--- config.mk ---
export PLATFORM = sky130hd
export DESIGN_NAME = steering_angle_from_row_centroids_unit
export DESIGN_NICKNAME = d
export VERILOG_FILES = /design/src/sarc_pkg.sv /design/src/sarc_divider.sv /design/src/sarc_datapath.sv /design/src/sarc_ctrl.sv /design/src/steering_angle_from_row_centroids_unit.sv
export VERILOG_INCLUDE_DIRS = /design/src /design/src/src
export SDC_FILE = /design/constraint.sdc
export NUM_CORES = 1
export LEC_CHECK = 0
export BUFFER_PORTS_ARGS = -buffer_cell sky130_fd_sc_hd__buf_2
export CAP_MARGIN = 25
export CORE_MARGIN = 4
export CORE_UTILIZATION = 54
export DETAILED_ROUTE_END_ITERATION = 10
export HOLD_SLACK_MARGIN = 0.12
export PLACE_DENSITY_LB_ADDON = 0.12
export SLEW_MARGIN = 0
export SYNTH_ARGS = -nofsm -noshare
export SYNTH_HDL_FRONTEND = slang
export SYNTH_SLANG_ARGS = --single-unit
--- constraint.sdc ---
create_clock -name i_clk -period 7.43 [get_ports i_clk]
set_input_delay 0.743 -clock i_clk [delete_from_list [all_inputs] [get_ports i_clk]]
set_output_delay 0.743 -clock i_clk [all_outputs]
set_load 0.1 [all_outputs]
--- src/steering_angle_from_row_centroids_unit_macros.svh ---
// assertion macros shared by the block's modules
`ifndef STEERING_ANGLE_FROM_ROW_CENTROIDS_UNIT_MACROS_SVH
`define STEERING_ANGLE_FROM_ROW_CENTROIDS_UNIT_MACROS_SVH

// same-cycle implication
`define SARC_ASSERT_IMP(label, clk, rst_n, ante, cons, msg) \
    label: assert property (@(posedge clk) disable iff (!rst_n) (ante) |-> (cons)) \
        else $error(msg);

// next-cycle implication
`define SARC_ASSERT_NXT(label, clk, rst_n, ante, cons, msg) \
    label: assert property (@(posedge clk) disable iff (!rst_n) (ante) |=> (cons)) \
        else $error(msg);

`endif

--- src/sarc_pkg.sv ---
package sarc_pkg;

    localparam int MAX_WIDTH  = 1024;
    localparam int MAX_HEIGHT = 1024;

    localparam int PIX_W     = 8;
    localparam int ANGLE_W   = 8;
    localparam int SIZE_W    = 11;
    localparam int MARGIN_W  = 9;
    localparam int POS_W     = 10;
    localparam int SUM_W     = 30;
    localparam int CNT_W     = 20;
    localparam int DIV_W     = CNT_W + 1;
    localparam int MEAN_W    = 10;
    localparam int CFG_IDX_W = 2;

    localparam int DIV_STEPS = SUM_W;
    localparam int STEP_W    = $clog2(DIV_STEPS);

    // register indexes on the config port
    localparam logic [CFG_IDX_W-1:0] CFG_FRAME_WIDTH   = 2'd0;
    localparam logic [CFG_IDX_W-1:0] CFG_FRAME_HEIGHT  = 2'd1;
    localparam logic [CFG_IDX_W-1:0] CFG_BORDER_MARGIN = 2'd2;

    localparam logic [SIZE_W-1:0]   RST_FRAME_WIDTH   = 11'd640;
    localparam logic [SIZE_W-1:0]   RST_FRAME_HEIGHT  = 11'd480;
    localparam logic [MARGIN_W-1:0] RST_BORDER_MARGIN = 9'd30;

    // angle = (lmean - rmean) * 255 / 60, clamped
    localparam int ANGLE_DIV   = 60;
    localparam int MAG_W       = 18;
    localparam int QMAG_W      = 13;
    localparam int RECIP_W     = 14;
    localparam int RECIP_SHIFT = 19;
    localparam int PROD_W      = QMAG_W + RECIP_W;
    localparam logic [RECIP_W-1:0] RECIP_60 = 14'd8739;
    localparam logic [MAG_W-1:0] SAT_NEG_MAG = MAG_W'(128 * ANGLE_DIV);
    localparam logic [MAG_W-1:0] SAT_POS_MAG = MAG_W'(127 * ANGLE_DIV);
    localparam logic signed [ANGLE_W-1:0] ANGLE_MAX = 8'sd127;
    localparam logic signed [ANGLE_W-1:0] ANGLE_MIN = -8'sd128;

    typedef enum logic [2:0] {
        S_RUN,
        S_LOAD_L,
        S_DIV_L,
        S_LOAD_R,
        S_DIV_R,
        S_SCALE,
        S_EMIT
    } t_state;

    typedef struct packed {
        logic accept;
        logic div_load;
        logic div_sel_right;
        logic div_step;
        logic save_left;
        logic scale_en;
        logic frame_clear;
        logic emit;
    } t_cmd;

    typedef struct packed {
        logic frame_last;
        logic div_last;
        logic out_free;
    } t_sts;

endpackage

--- src/sarc_divider.sv ---
module sarc_divider (
    input  logic                           i_clk,
    input  logic                           i_rst_n,
    input  logic                           i_load,
    input  logic                           i_step,
    input  logic [sarc_pkg::SUM_W-1:0]     i_dividend,
    input  logic [sarc_pkg::DIV_W-1:0]     i_divisor,
    output logic [sarc_pkg::SUM_W-1:0]     o_quotient,
    output logic                           o_last
);
    import sarc_pkg::*;

    logic [STEP_W-1:0] r_step;
    logic [DIV_W-1:0]  r_rem;
    logic [SUM_W-1:0]  r_quo;
    logic [DIV_W-1:0]  r_divisor;
    logic [DIV_W:0]    trial;
    logic              fits;

    // restoring division, one quotient bit per cycle while i_step is high
    always_comb begin
        trial = {r_rem, r_quo[SUM_W-1]};
        fits  = trial >= {1'b0, r_divisor};
    end

    always_ff @(posedge i_clk) begin
        if (!i_rst_n) begin
            r_step <= '0;
        end else if (i_load) begin
            r_step <= '0;
        end else if (i_step) begin
            r_step <= r_step + STEP_W'(1);
        end
    end

    always_ff @(posedge i_clk) begin
        if (i_load) begin
            r_rem     <= '0;
            r_quo     <= i_dividend;
            r_divisor <= i_divisor;
        end else if (i_step) begin
            r_rem <= fits ? DIV_W'(trial - {1'b0, r_divisor}) : trial[DIV_W-1:0];
            r_quo <= {r_quo[SUM_W-2:0], fits};
        end
    end

    assign o_quotient = r_quo;
    assign o_last     = (r_step == STEP_W'(DIV_STEPS - 1));

endmodule

--- src/sarc_datapath.sv ---
`include "steering_angle_from_row_centroids_unit_macros.svh"

module sarc_datapath (
    input  logic                                   i_clk,
    input  logic                                   i_rst_n,
    input  logic                                   i_cfg_write,
    input  logic [sarc_pkg::CFG_IDX_W-1:0]         i_cfg_index,
    input  logic [sarc_pkg::SIZE_W-1:0]            i_cfg_data,
    input  logic [sarc_pkg::PIX_W-1:0]             i_pixel,
    input  logic                                   i_out_stall,
    output logic                                   o_out_valid,
    output logic signed [sarc_pkg::ANGLE_W-1:0]    o_steer_angle,
    input  sarc_pkg::t_cmd                         i_cmd,
    output sarc_pkg::t_sts                         o_sts
);
    import sarc_pkg::*;

    logic [SIZE_W-1:0]   r_width;
    logic [SIZE_W-1:0]   r_height;
    logic [MARGIN_W-1:0] r_margin;

    logic [POS_W-1:0] r_row;
    logic [POS_W-1:0] r_col;
    logic [SUM_W-1:0] r_left_sum;
    logic [SUM_W-1:0] r_right_sum;
    logic [CNT_W-1:0] r_left_cnt;
    logic [CNT_W-1:0] r_right_cnt;

    logic [MEAN_W-1:0] r_left_mean;
    logic [MAG_W-1:0]  r_mag;
    logic              r_neg;

    logic                      r_out_valid;
    logic signed [ANGLE_W-1:0] r_out_angle;
    logic                      n_out_valid;

    logic [SIZE_W-1:0] w_eff;
    logic [SIZE_W-1:0] h_eff;
    logic [SIZE_W-1:0] row_ext;
    logic [SIZE_W-1:0] col_ext;
    logic [SIZE_W-1:0] m_ext;
    logic              in_window;
    logic              is_left;
    logic              row_end;
    logic              frame_last;
    logic              hit;

    logic [SUM_W-1:0] div_dividend;
    logic [DIV_W-1:0] div_divisor;
    logic [SUM_W-1:0] div_quotient;
    logic             div_last;

    logic signed [MEAN_W:0] diff;
    logic [MEAN_W:0]        abs_diff;
    logic [MAG_W-1:0]       mag;
    logic [PROD_W-1:0]      qprod;
    logic [ANGLE_W-1:0]     qmag;
    logic signed [ANGLE_W-1:0] angle;

    // config registers
    always_ff @(posedge i_clk) begin
        if (!i_rst_n) begin
            r_width  <= RST_FRAME_WIDTH;
            r_height <= RST_FRAME_HEIGHT;
            r_margin <= RST_BORDER_MARGIN;
        end else if (i_cfg_write) begin
            unique case (i_cfg_index)
                CFG_FRAME_WIDTH:   r_width  <= i_cfg_data;
                CFG_FRAME_HEIGHT:  r_height <= i_cfg_data;
                CFG_BORDER_MARGIN: r_margin <= i_cfg_data[MARGIN_W-1:0];
                default: ;
            endcase
        end
    end

    // sizes clamped to 1..max
    always_comb begin
        priority if (r_width == '0)                   w_eff = SIZE_W'(1);
        else if (r_width > SIZE_W'(MAX_WIDTH))        w_eff = SIZE_W'(MAX_WIDTH);
        else                                          w_eff = r_width;
        priority if (r_height == '0)                  h_eff = SIZE_W'(1);
        else if (r_height > SIZE_W'(MAX_HEIGHT))      h_eff = SIZE_W'(MAX_HEIGHT);
        else                                          h_eff = r_height;
    end

    always_comb begin
        row_ext    = SIZE_W'(r_row);
        col_ext    = SIZE_W'(r_col);
        m_ext      = SIZE_W'(r_margin);
        in_window  = (row_ext > m_ext) && ((row_ext + m_ext) < h_eff) &&
                     (col_ext > m_ext) && ((col_ext + m_ext) < w_eff);
        is_left    = col_ext <= (w_eff >> 1);
        row_end    = (col_ext + SIZE_W'(1)) >= w_eff;
        frame_last = row_end && ((row_ext + SIZE_W'(1)) >= h_eff);
        hit        = i_cmd.accept && in_window && (i_pixel != '0);
    end

    always_ff @(posedge i_clk) begin
        if (!i_rst_n || i_cmd.frame_clear) begin
            r_row       <= '0;
            r_col       <= '0;
            r_left_sum  <= '0;
            r_right_sum <= '0;
            r_left_cnt  <= '0;
            r_right_cnt <= '0;
        end else if (i_cmd.accept) begin
            if (hit && is_left) begin
                r_left_cnt <= r_left_cnt + CNT_W'(1);
                r_left_sum <= r_left_sum + SUM_W'(r_row);
            end
            if (hit && !is_left) begin
                r_right_cnt <= r_right_cnt + CNT_W'(1);
                r_right_sum <= r_right_sum + SUM_W'(r_row);
            end
            // position holds on the last beat until the frame clear
            if (row_end) begin
                if (!frame_last) begin
                    r_col <= '0;
                    r_row <= r_row + POS_W'(1);
                end
            end else begin
                r_col <= r_col + POS_W'(1);
            end
        end
    end

    // mean = sum / (count + 1), left then right through one divider
    assign div_dividend = i_cmd.div_sel_right ? r_right_sum : r_left_sum;
    assign div_divisor  = i_cmd.div_sel_right ? DIV_W'(r_right_cnt) + DIV_W'(1)
                                              : DIV_W'(r_left_cnt) + DIV_W'(1);

    sarc_divider u_divider (
        .i_clk      (i_clk),
        .i_rst_n    (i_rst_n),
        .i_load     (i_cmd.div_load),
        .i_step     (i_cmd.div_step),
        .i_dividend (div_dividend),
        .i_divisor  (div_divisor),
        .o_quotient (div_quotient),
        .o_last     (div_last)
    );

    // means stay below 1024 since every summed row index does
    always_comb begin
        diff     = $signed({1'b0, r_left_mean}) - $signed({1'b0, div_quotient[MEAN_W-1:0]});
        abs_diff = diff[MEAN_W] ? (MEAN_W+1)'(-diff) : (MEAN_W+1)'(diff);
        mag      = (MAG_W'(abs_diff) << 8) - MAG_W'(abs_diff);
    end

    always_ff @(posedge i_clk) begin
        if (i_cmd.save_left) begin
            r_left_mean <= div_quotient[MEAN_W-1:0];
        end
        if (i_cmd.scale_en) begin
            r_mag <= mag;
            r_neg <= diff[MEAN_W];
        end
    end

    // divide by 60 via reciprocal, exact below the saturation point
    always_comb begin
        qprod = PROD_W'(r_mag[QMAG_W-1:0]) * PROD_W'(RECIP_60);
        qmag  = qprod[PROD_W-1:RECIP_SHIFT];
        if (r_neg) begin
            angle = (r_mag >= SAT_NEG_MAG) ? ANGLE_MIN : $signed(-qmag);
        end else begin
            angle = (r_mag >= SAT_POS_MAG) ? ANGLE_MAX : $signed(qmag);
        end
    end

    always_comb begin
        n_out_valid = r_out_valid;
        if (i_cmd.emit) begin
            n_out_valid = 1'b1;
        end else if (!i_out_stall) begin
            n_out_valid = 1'b0;
        end
    end

    always_ff @(posedge i_clk) begin
        if (!i_rst_n) begin
            r_out_valid <= 1'b0;
        end else begin
            r_out_valid <= n_out_valid;
        end
    end

    always_ff @(posedge i_clk) begin
        if (i_cmd.emit) begin
            r_out_angle <= angle;
        end
    end

    assign o_out_valid   = r_out_valid;
    assign o_steer_angle = r_out_angle;

    assign o_sts.frame_last = frame_last;
    assign o_sts.div_last   = div_last;
    assign o_sts.out_free   = !r_out_valid || !i_out_stall;

    `SARC_ASSERT_NXT(a_emit_shows_beat, i_clk, i_rst_n, i_cmd.emit, r_out_valid,
        "result beat not presented after emit")
    `SARC_ASSERT_NXT(a_clear_empties, i_clk, i_rst_n, i_cmd.frame_clear,
        (r_row == '0) && (r_col == '0) && (r_left_cnt == '0) && (r_right_cnt == '0),
        "frame clear left state behind")
    `SARC_ASSERT_NXT(a_beat_holds, i_clk, i_rst_n, r_out_valid && i_out_stall,
        r_out_valid && $stable(r_out_angle),
        "result beat changed while stalled")

endmodule

--- src/sarc_ctrl.sv ---
`include "steering_angle_from_row_centroids_unit_macros.svh"

module sarc_ctrl (
    input  logic           i_clk,
    input  logic           i_rst_n,
    input  logic           i_pixel_valid,
    output logic           o_pixel_stall,
    output sarc_pkg::t_cmd o_cmd,
    input  sarc_pkg::t_sts i_sts
);
    import sarc_pkg::*;

    t_state r_state;
    t_state n_state;
    logic   accept;

    assign accept = i_pixel_valid && (r_state == S_RUN);

    always_comb begin
        n_state = r_state;
        unique case (r_state)
            S_RUN:    if (accept && i_sts.frame_last) n_state = S_LOAD_L;
            S_LOAD_L: n_state = S_DIV_L;
            S_DIV_L:  if (i_sts.div_last) n_state = S_LOAD_R;
            S_LOAD_R: n_state = S_DIV_R;
            S_DIV_R:  if (i_sts.div_last) n_state = S_SCALE;
            S_SCALE:  n_state = S_EMIT;
            S_EMIT:   if (i_sts.out_free) n_state = S_RUN;
            default:  n_state = S_RUN;
        endcase
    end

    always_comb begin
        o_cmd         = '0;
        o_cmd.accept  = accept;
        o_pixel_stall = (r_state != S_RUN);
        unique case (r_state)
            S_RUN: ;
            S_LOAD_L: begin
                o_cmd.div_load = 1'b1;
            end
            S_DIV_L: begin
                o_cmd.div_step = 1'b1;
            end
            S_LOAD_R: begin
                // left quotient is still in the divider
                o_cmd.save_left     = 1'b1;
                o_cmd.div_load      = 1'b1;
                o_cmd.div_sel_right = 1'b1;
            end
            S_DIV_R: begin
                o_cmd.div_sel_right = 1'b1;
                o_cmd.div_step      = 1'b1;
            end
            S_SCALE: begin
                o_cmd.scale_en    = 1'b1;
                o_cmd.frame_clear = 1'b1;
            end
            S_EMIT: begin
                o_cmd.emit = i_sts.out_free;
            end
            default: ;
        endcase
    end

    always_ff @(posedge i_clk) begin
        if (!i_rst_n) begin
            r_state <= S_RUN;
        end else begin
            r_state <= n_state;
        end
    end

    `SARC_ASSERT_NXT(a_frame_end_starts_div, i_clk, i_rst_n,
        accept && i_sts.frame_last, r_state == S_LOAD_L,
        "frame end did not start the mean computation")
    `SARC_ASSERT_NXT(a_div_runs_full, i_clk, i_rst_n,
        (r_state == S_DIV_L) && !i_sts.div_last, r_state == S_DIV_L,
        "left division cut short")
    `SARC_ASSERT_NXT(a_emit_waits, i_clk, i_rst_n,
        (r_state == S_EMIT) && !i_sts.out_free, r_state == S_EMIT,
        "result dropped while output register busy")

endmodule

--- src/steering_angle_from_row_centroids_unit.sv ---
// Steering angle from the row centroids of a foreground mask. Pixels come in raster order,
// one beat each, and the block tracks row and column itself; the frame size and border
// margin come from the config port, which is always ready and should be written between
// frames. Within a frame a pixel is taken every cycle. After the last pixel of a frame the
// pixel input stalls while the angle is computed, and while the previous angle still sits
// unread in the output register: the two means sum / (count + 1) go in turn through a
// single restoring divider at one quotient bit per cycle, each after a load state; then
// the scale state scales the difference and the emit state loads the clamped angle into
// the output register. The angle beat then waits there while the next frame streams in.
module steering_angle_from_row_centroids_unit (
    input  logic                                i_clk,
    input  logic                                i_rst_n,
    input  logic                                i_pixel_valid,
    output logic                                o_pixel_stall,
    input  logic [sarc_pkg::PIX_W-1:0]          i_pixel,
    output logic                                o_steer_valid,
    input  logic                                i_steer_stall,
    output logic signed [sarc_pkg::ANGLE_W-1:0] o_steer_angle,
    input  logic                                i_cfg_valid,
    output logic                                o_cfg_ready,
    input  logic [sarc_pkg::CFG_IDX_W-1:0]      i_cfg_index,
    input  logic [sarc_pkg::SIZE_W-1:0]         i_cfg_data
);
    import sarc_pkg::*;

    t_cmd cmd;
    t_sts sts;

    assign o_cfg_ready = 1'b1;

    sarc_ctrl u_ctrl (
        .i_clk         (i_clk),
        .i_rst_n       (i_rst_n),
        .i_pixel_valid (i_pixel_valid),
        .o_pixel_stall (o_pixel_stall),
        .o_cmd         (cmd),
        .i_sts         (sts)
    );

    sarc_datapath u_datapath (
        .i_clk         (i_clk),
        .i_rst_n       (i_rst_n),
        .i_cfg_write   (i_cfg_valid && o_cfg_ready),
        .i_cfg_index   (i_cfg_index),
        .i_cfg_data    (i_cfg_data),
        .i_pixel       (i_pixel),
        .i_out_stall   (i_steer_stall),
        .o_out_valid   (o_steer_valid),
        .o_steer_angle (o_steer_angle),
        .i_cmd         (cmd),
        .o_sts         (sts)
    );

endmodule

==> reports/qor.csv, run 1 <==
stage,metric,value,unit
placed_design,port_buffers,35,
logic_synthesis,synth_commonest_cells,"287 x nand2_1, 230 x ha_1, 192 x nor2_1",
floorplanning,num_rows,69,
floorplanning,die-area,39600,sq um
logic_synthesis,syn_avg_cell_area,8.56,sq um
clocking,clk_pin_slew,0.06,ns
final_layout,antenna_cells,0,
logic_synthesis,syn-num-nets,2583,
global_routing,grt_pass1_vias,15600,
timing,hold_viol,0,
critical_path,crit_required,7.93,ns
timing,slew_headroom,30.0,%
routing,drtPass1Iterations,6,
critical_path,reg2reg_to,u_datapath.r_right_sum[27],
power,power,3630,uW
clocking,cts_buffers,31,
clocking,root_buffer,clkbuf_16,
placed_design,gp_congestion,0.884,
clocking,cts.sinks,269,
routing,drtIter0Drc,773,
logic_synthesis,yosysTopAreaCell,dfxtp_1,
floorplanning,core-area,35800,sq um
clocking,cts-resized-gates,0,
routing,wirelength,45500,microns
power,leakage,0.00904,uW
job,timing.max_cap.violations,0,
routing,wl_per_cell,16.3,microns
global_routing,grt_pass1_wl,76200,microns
logic_synthesis,ys_warn_count,0,
logic_synthesis,yosysMostFrequentCell,nand2_1,
critical_path,crit_type,reg2reg,
logic_synthesis,netlist_instances,2302,
logic_synthesis,ys.flop_type,dfxtp_1,
timing,min_period,5.85,ns
final_layout,multi_input_area,12500,sq um
logic_synthesis,synth_seq_cells,269,
critical_path,cp_cell_sequence,inv_1 > ha_1 > nor2b_1 > o21a_1 > o21bai_1 > a21oi_1 > o21bai_1 > a21oi_1 > o21ai_0 > nor4b_1 > a2111oi_0 > ha_1 > nor2b_1 > o21ai_0 > nand4_1 > or4b_4 > nor4b_2 > buf_4 > nand4b_1 > or3_1 > a21oi_1,
logic_synthesis,synth.distinct_cells,83,
clocking,post_cts_buffers,0,
critical_path,cpPeakStageDelay,0.60,ns
critical_path,start_kind,flip-flop,
timing,slew_violations,0,
timing,setup_viol,0,
floorplanning,die_w,199,microns
worst_hold_path,hold_class,in2reg,
final_layout,nFillCells,3123,
final_layout,fin_cells,2791,
clocking,cts_tree,done,
critical_path,reg2reg_slack,1.58,ns
logic_synthesis,yosysTopAreaCellShare,18.4,%
logic_synthesis,netlist_area,19700,sq um
floorplanning,die_h,199,microns
critical_path,crit_arrival,6.34,ns
clocking,cts_buffer_depth,3,
critical_path,crit_fanout,38,
worst_hold_path,hold_path_end,u_datapath.r_width[9],
critical_path,endpoint_kind,flip-flop,
routing,ant_nets,0,
critical_path,reg2reg_from,u_datapath.r_margin[1],
floorplanning,initial_core_util,55.0,%
final_layout,finalNetCount,2587,
critical_path,cp_common_cell,a21oi_1,
timing,rsz0062_at_grt,no,
placed_design,hpwl,33900,microns
clocking,insertion_delay,0.58,ns
run_status,outcome,"finished, final reports clean",
final_layout,layout-drive-gt1-share,5.92,%
critical_path,critPathSlowestCell,or4b_4,
routing,route.detailed.drc,0,
power,power_density,170,nW/um^2
global_routing,antenna_found_initial,0,
placed_design,dp.cells,2733,
floorplanning,ios,37,
clocking,cts_hold_buf,0,
logic_synthesis,synth_enable_flop_cells,88,
critical_path,rr_worst_depth,21,
timing,fmax,171,MHz
routing,vias,16100,
logic_synthesis,yosysSeqAreaShare,31.8,%
routing,via_per_inst,5.77,
final_layout,seq_area,6270,sq um
final_layout,area_growth,8.53,%
global_routing,overflow,0,
worst_hold_path,min_delay_path_depth,3,
timing,timing.final.crit_share,78.7,%
global_routing,grt_max_degree,87,
logic_synthesis,synth-async-reset-ratio,0,%
worst_hold_path,worstHoldStart,i_cfg_data[9],
timing,worst_pin_slew,1.04,ns
timing,final.setup_skew,0.0215,ns
global_routing,track_usage,22.8,%
clocking,cts-htree-levels,1,
timing,final.setup.tns,0,ns
power,vdd_drop_max,161,uV
logic_synthesis,ys_top_cells_by_area,"dfxtp_1 18%, ha_1 15%, edfxtp_1 13%",
## per-stage QoR
stage          cell area (sq um)  setup slack [ns]  util [%]  hold WS (ns)
2_1_floorplan              19700              2.41         -         0.426
3_3_place_gp               20300              1.87      56.6         0.433
3_5_place_dp               20300              1.63      56.6         0.449
4_1_cts                    21400              1.66      59.7         0.380
5_1_grt                    21400             0.986      59.7         0.402
6_report                   21400              1.58      59.7         0.409
## where the power goes
| part | internal, uW | switching, uW |
|---|---|---|
| registers | 1530 | 28.2 |
| logic | 193 | 243 |
| clock network | 1000 | 626 |
## state kept, by name, indices dropped and copies added, names as in the netlist, 3 cells and up
name                             cells
u_datapath.r_col                    10
u_datapath.r_width                  11
u_datapath.r_right_sum              30
u_datapath.o_steer_angle             8
u_datapath.r_right_cnt              20
u_datapath.r_left_cnt               20
u_datapath.r_left_sum               30
u_datapath.u_divider.r_divisor      21
u_ctrl.r_state                       3
u_datapath.r_height                 11
u_datapath.u_divider.r_rem          21
u_datapath.r_mag                    18
u_datapath.u_divider.o_quotient     30
u_datapath.r_left_mean              10
u_datapath.r_row                    10
u_datapath.u_divider.r_step          5
u_datapath.r_margin                  9
## per-layer routing
layer,part of all wire [%],GRT usage (%),routed length [microns],up-vias
li1,-,-,-,8201
met1,47,31.5,21600,7538
met2,47,38.9,21300,292
met3,3.9,2.60,1790,63
met4,1.9,4.69,875,0
met5,0,0,0,-
## cell type report
type,count,share of cell area [%]
Clock buffer,40,3.92
Tap cell,461,2.70
Timing Repair Buffer,51,1.41
Multi-Input combinational cell,1777,58.5
Sequential cell,269,29.3
Clock inverter,17,1.13
Inverter,176,3.09
## logic make-up after synthesis
family,after synthesis,synth area share (%)
other cells,1,0.0190
buf+inv,256,4.96
mux,42,2.15
compound gates,491,16.5
fa+ha+maj,255,17.1
xor+xnor,158,7.02
flops,269,31.8
simple gates,830,20.4
## critical path, delay by kind of cell, from the launching register on
kind / cells / cell delay, ns
AO/OA/AOI/OAI: 9 / 1.60
flip-flops: 1 / 0.46
adder cells (fa/ha/maj): 2 / 0.65
buffers and inverters: 2 / 0.57
AND/OR/NAND/NOR: 8 / 2.46
## how the worst max path moves through the flow
stage          slack [ns]                    from                          end  depth (start not counted)
6_report             1.58  u_datapath.r_margin[1]   u_datapath.r_right_sum[27]                         21
5_1_grt              0.99  u_datapath.r_margin[1]   u_datapath.r_right_sum[25]                         21
4_1_cts              1.66  u_datapath.r_margin[1]   u_datapath.r_right_sum[23]                         21
3_5_place_dp         1.63  u_datapath.r_margin[1]   u_datapath.r_right_sum[19]                         21
3_3_place_gp         1.87  u_datapath.r_margin[1]   u_datapath.r_right_sum[27]                         21
2_1_floorplan        2.41    u_datapath.r_mag[12]  u_datapath.o_steer_angle[6]                         23
## cells in the final DEF (no fill, tap or decap), types with 79 or more instances in the layout
master,count
nand2_1,286
ha_1,230
nor2_1,190
dfxtp_1,181
inv_1,173
a21oi_1,112
o21ai_0,90
edfxtp_1,88
xnor2_1,84
nand3_1,79
(Power assumes the default switching activity.)
==> inputs of run 2 (changes only) <==
- clock period: 7.43 -> 4.9 ns (I/O delays scaled with it)
==> reports/qor.csv, run 2 (synthesized netlist as in run 1, its figures left out) <==
stage,metric,value,unit
run_status,outcome,"finished, violations left",
run_status,violations,setup timing,
global_routing,grt_max_degree,88,
critical_path,start_kind,flip-flop,
power,power_density,249,nW/um^2
floorplanning,ios,37,
clocking,clk_pin_slew,0.06,ns
power,leakage,0.00959,uW
routing,drtPass1Iterations,5,
timing,worst_pin_slew,1.22,ns
timing,setup_viol,3,
floorplanning,die-area,39600,sq um
final_layout,antenna_cells,0,
clocking,cts.sinks,269,
critical_path,crit_fanout,4,
routing,drtIter0Drc,874,
timing,min_period,4.93,ns
timing,timing.final.crit_share,101,%
timing,hold_viol,0,
critical_path,crit_required,5.12,ns
routing,via_per_inst,5.82,
timing,fmax,203,MHz
critical_path,cp_common_cell,inv_1,
final_layout,layout-drive-gt1-share,12.3,%
critical_path,endpoint_kind,flip-flop,
floorplanning,die_h,199,microns
critical_path,cpPeakStageDelay,0.53,ns
critical_path,reg2reg_to,u_datapath.o_steer_angle[4],
worst_hold_path,hold_path_end,u_datapath.r_width[9],
routing,vias,16800,
power,p_clk_share,45.2,%
global_routing,overflow,0,
critical_path,rr_worst_depth,24,
critical_path,crit_type,reg2reg,
global_routing,antenna_found_initial,0,
floorplanning,num_rows,69,
clocking,cts_buffers,34,
timing,slew_headroom,16.6,%
worst_hold_path,hold_class,in2reg,
routing,wirelength,48600,microns
global_routing,grt_pass1_wl,79400,microns
placed_design,dp.cells,2803,
timing,rsz0062_at_grt,yes,
job,timing.max_cap.violations,0,
final_layout,finalNetCount,2673,
placed_design,gp_congestion,0.903,
power,cell_internal_pwr,4170,uW
critical_path,critPathSlowestCell,fa_1,
final_layout,area_growth,14.2,%
critical_path,cp_cell_sequence,inv_1 > ha_2 > fa_2 > inv_1 > fa_1 > inv_1 > fa_1 > inv_1 > ha_1 > a21oi_2 > nor2b_1 > and4b_2 > nor2_4 > xnor2_2 > inv_2 > ha_4 > nand4b_1 > nor2_1 > o32ai_1 > nand3b_1 > buf_4 > buf_4 > mux2i_1 > o21ai_1,
floorplanning,core-area,35800,sq um
global_routing,track_usage,24.0,%
power,switchingPower,1440,uW
placed_design,hpwl,35700,microns
routing,ant_nets,0,
worst_hold_path,min_delay_path_depth,3,
clocking,cts_tree,done,
final_layout,final_cell_mix,"286 x nand2_1, 220 x ha_1, 187 x nor2_1, 177 x dfxtp_1, 166 x inv_1",
critical_path,reg2reg_from,u_datapath.r_mag[11],
routing,route.detailed.drc,0,
power,p_sw_share,25.6,%
final_layout,fin_cells,2879,
timing,final.setup_skew,0.0239,ns
clocking,cts-htree-levels,2,
critical_path,reg2reg_slack,-0.03,ns
power,vdd_drop_max,221,uV
final_layout,final_common_cell,nand2_1,
clocking,cts_buffer_depth,3,
worst_hold_path,worstHoldStart,i_cfg_data[9],
power,power,5610,uW
clocking,insertion_delay,0.53,ns
floorplanning,die_w,199,microns
placed_design,port_buffers,35,
global_routing,grt_pass1_vias,16100,
floorplanning,initial_core_util,55.0,%
power,comb_power_share,12.7,%
placed_design,pre_cts_ws,-0.327,ns
clocking,root_buffer,clkbuf_16,
timing,final.setup.worst_slack,-0.0281,ns
critical_path,crit_arrival,5.15,ns
power,pwr-share-seq,42.1,%
routing,wl_per_cell,16.9,microns
timing,slew_violations,0,
[run 2: how the worst max path moves through the flow]
stage                           start                           to  cells after the start
6_report         u_datapath.r_mag[11]  u_datapath.o_steer_angle[4]                     24
5_1_grt          u_datapath.r_mag[11]  u_datapath.o_steer_angle[6]                     21
4_1_cts        u_datapath.r_margin[1]    u_datapath.r_left_sum[12]                     22
3_5_place_dp   u_datapath.r_margin[1]    u_datapath.r_left_sum[28]                     21
3_3_place_gp   u_datapath.r_margin[1]   u_datapath.r_right_cnt[13]                     21
2_1_floorplan    u_datapath.r_mag[12]  u_datapath.o_steer_angle[6]                     23
[run 2: through the flow]
stage	setup TNS, ns	instance area [sq um]	utilization, %	hold WS (ns)
floorplan	0	19700	-	0.426
global placement	-0.475	20800	58.2	0.453
detailed placement	-9.81	20900	58.3	0.451
CTS	0	22100	61.7	0.196
global route	-2.70	22500	62.8	0.225
finish	-0.0427	22500	62.8	0.215
[run 2: cell type report]
type	count	area, sq um
Clock buffer	43	936
Clock inverter	19	194
Fill cell	3103	13300
Inverter	176	663
Multi-Input combinational cell	1777	12900
Sequential cell	269	6270
Tap cell	461	577
Timing Repair Buffer	134	976
[run 2: routing by layer]
layer,track usage [%],routed length [microns],share of wire (%)
met3,3.12,1820,3.7
met1,32.7,22900,47
met5,0,0,0
met4,6.18,1130,2.3
met2,40.6,22700,47
[run 2: worst max-delay path: cells and delay by family (launching register included)]
| kind | cells | cell delay (ns) |
|---|---|---|
| flops | 1 | 0.41 |
| fa+ha+maj | 6 | 2.18 |
| simple gates | 6 | 0.77 |
| mux | 1 | 0.13 |
| compound gates | 3 | 0.36 |
| buf+inv | 7 | 0.59 |
| xor+xnor | 1 | 0.18 |
[run 2: what timing repair did]
action,CTS,global route
setup buffers,9,6
pin swaps,22,62
endpoints found under the setup margin,89,94
resized for setup,12,88
hold buffers,0,0
gates cloned,0,1
[run 2: power groups by stage]
stage                     clock network (uW)  logic (uW)  registers (uW)
after global placement                     0         680            2410
after floorplan                            0         516            2400
after detailed placement                   0         696            2410
after global routing                    2670         796            2360
after CTS                               2590         704            2360
final                                   2540         714            2360
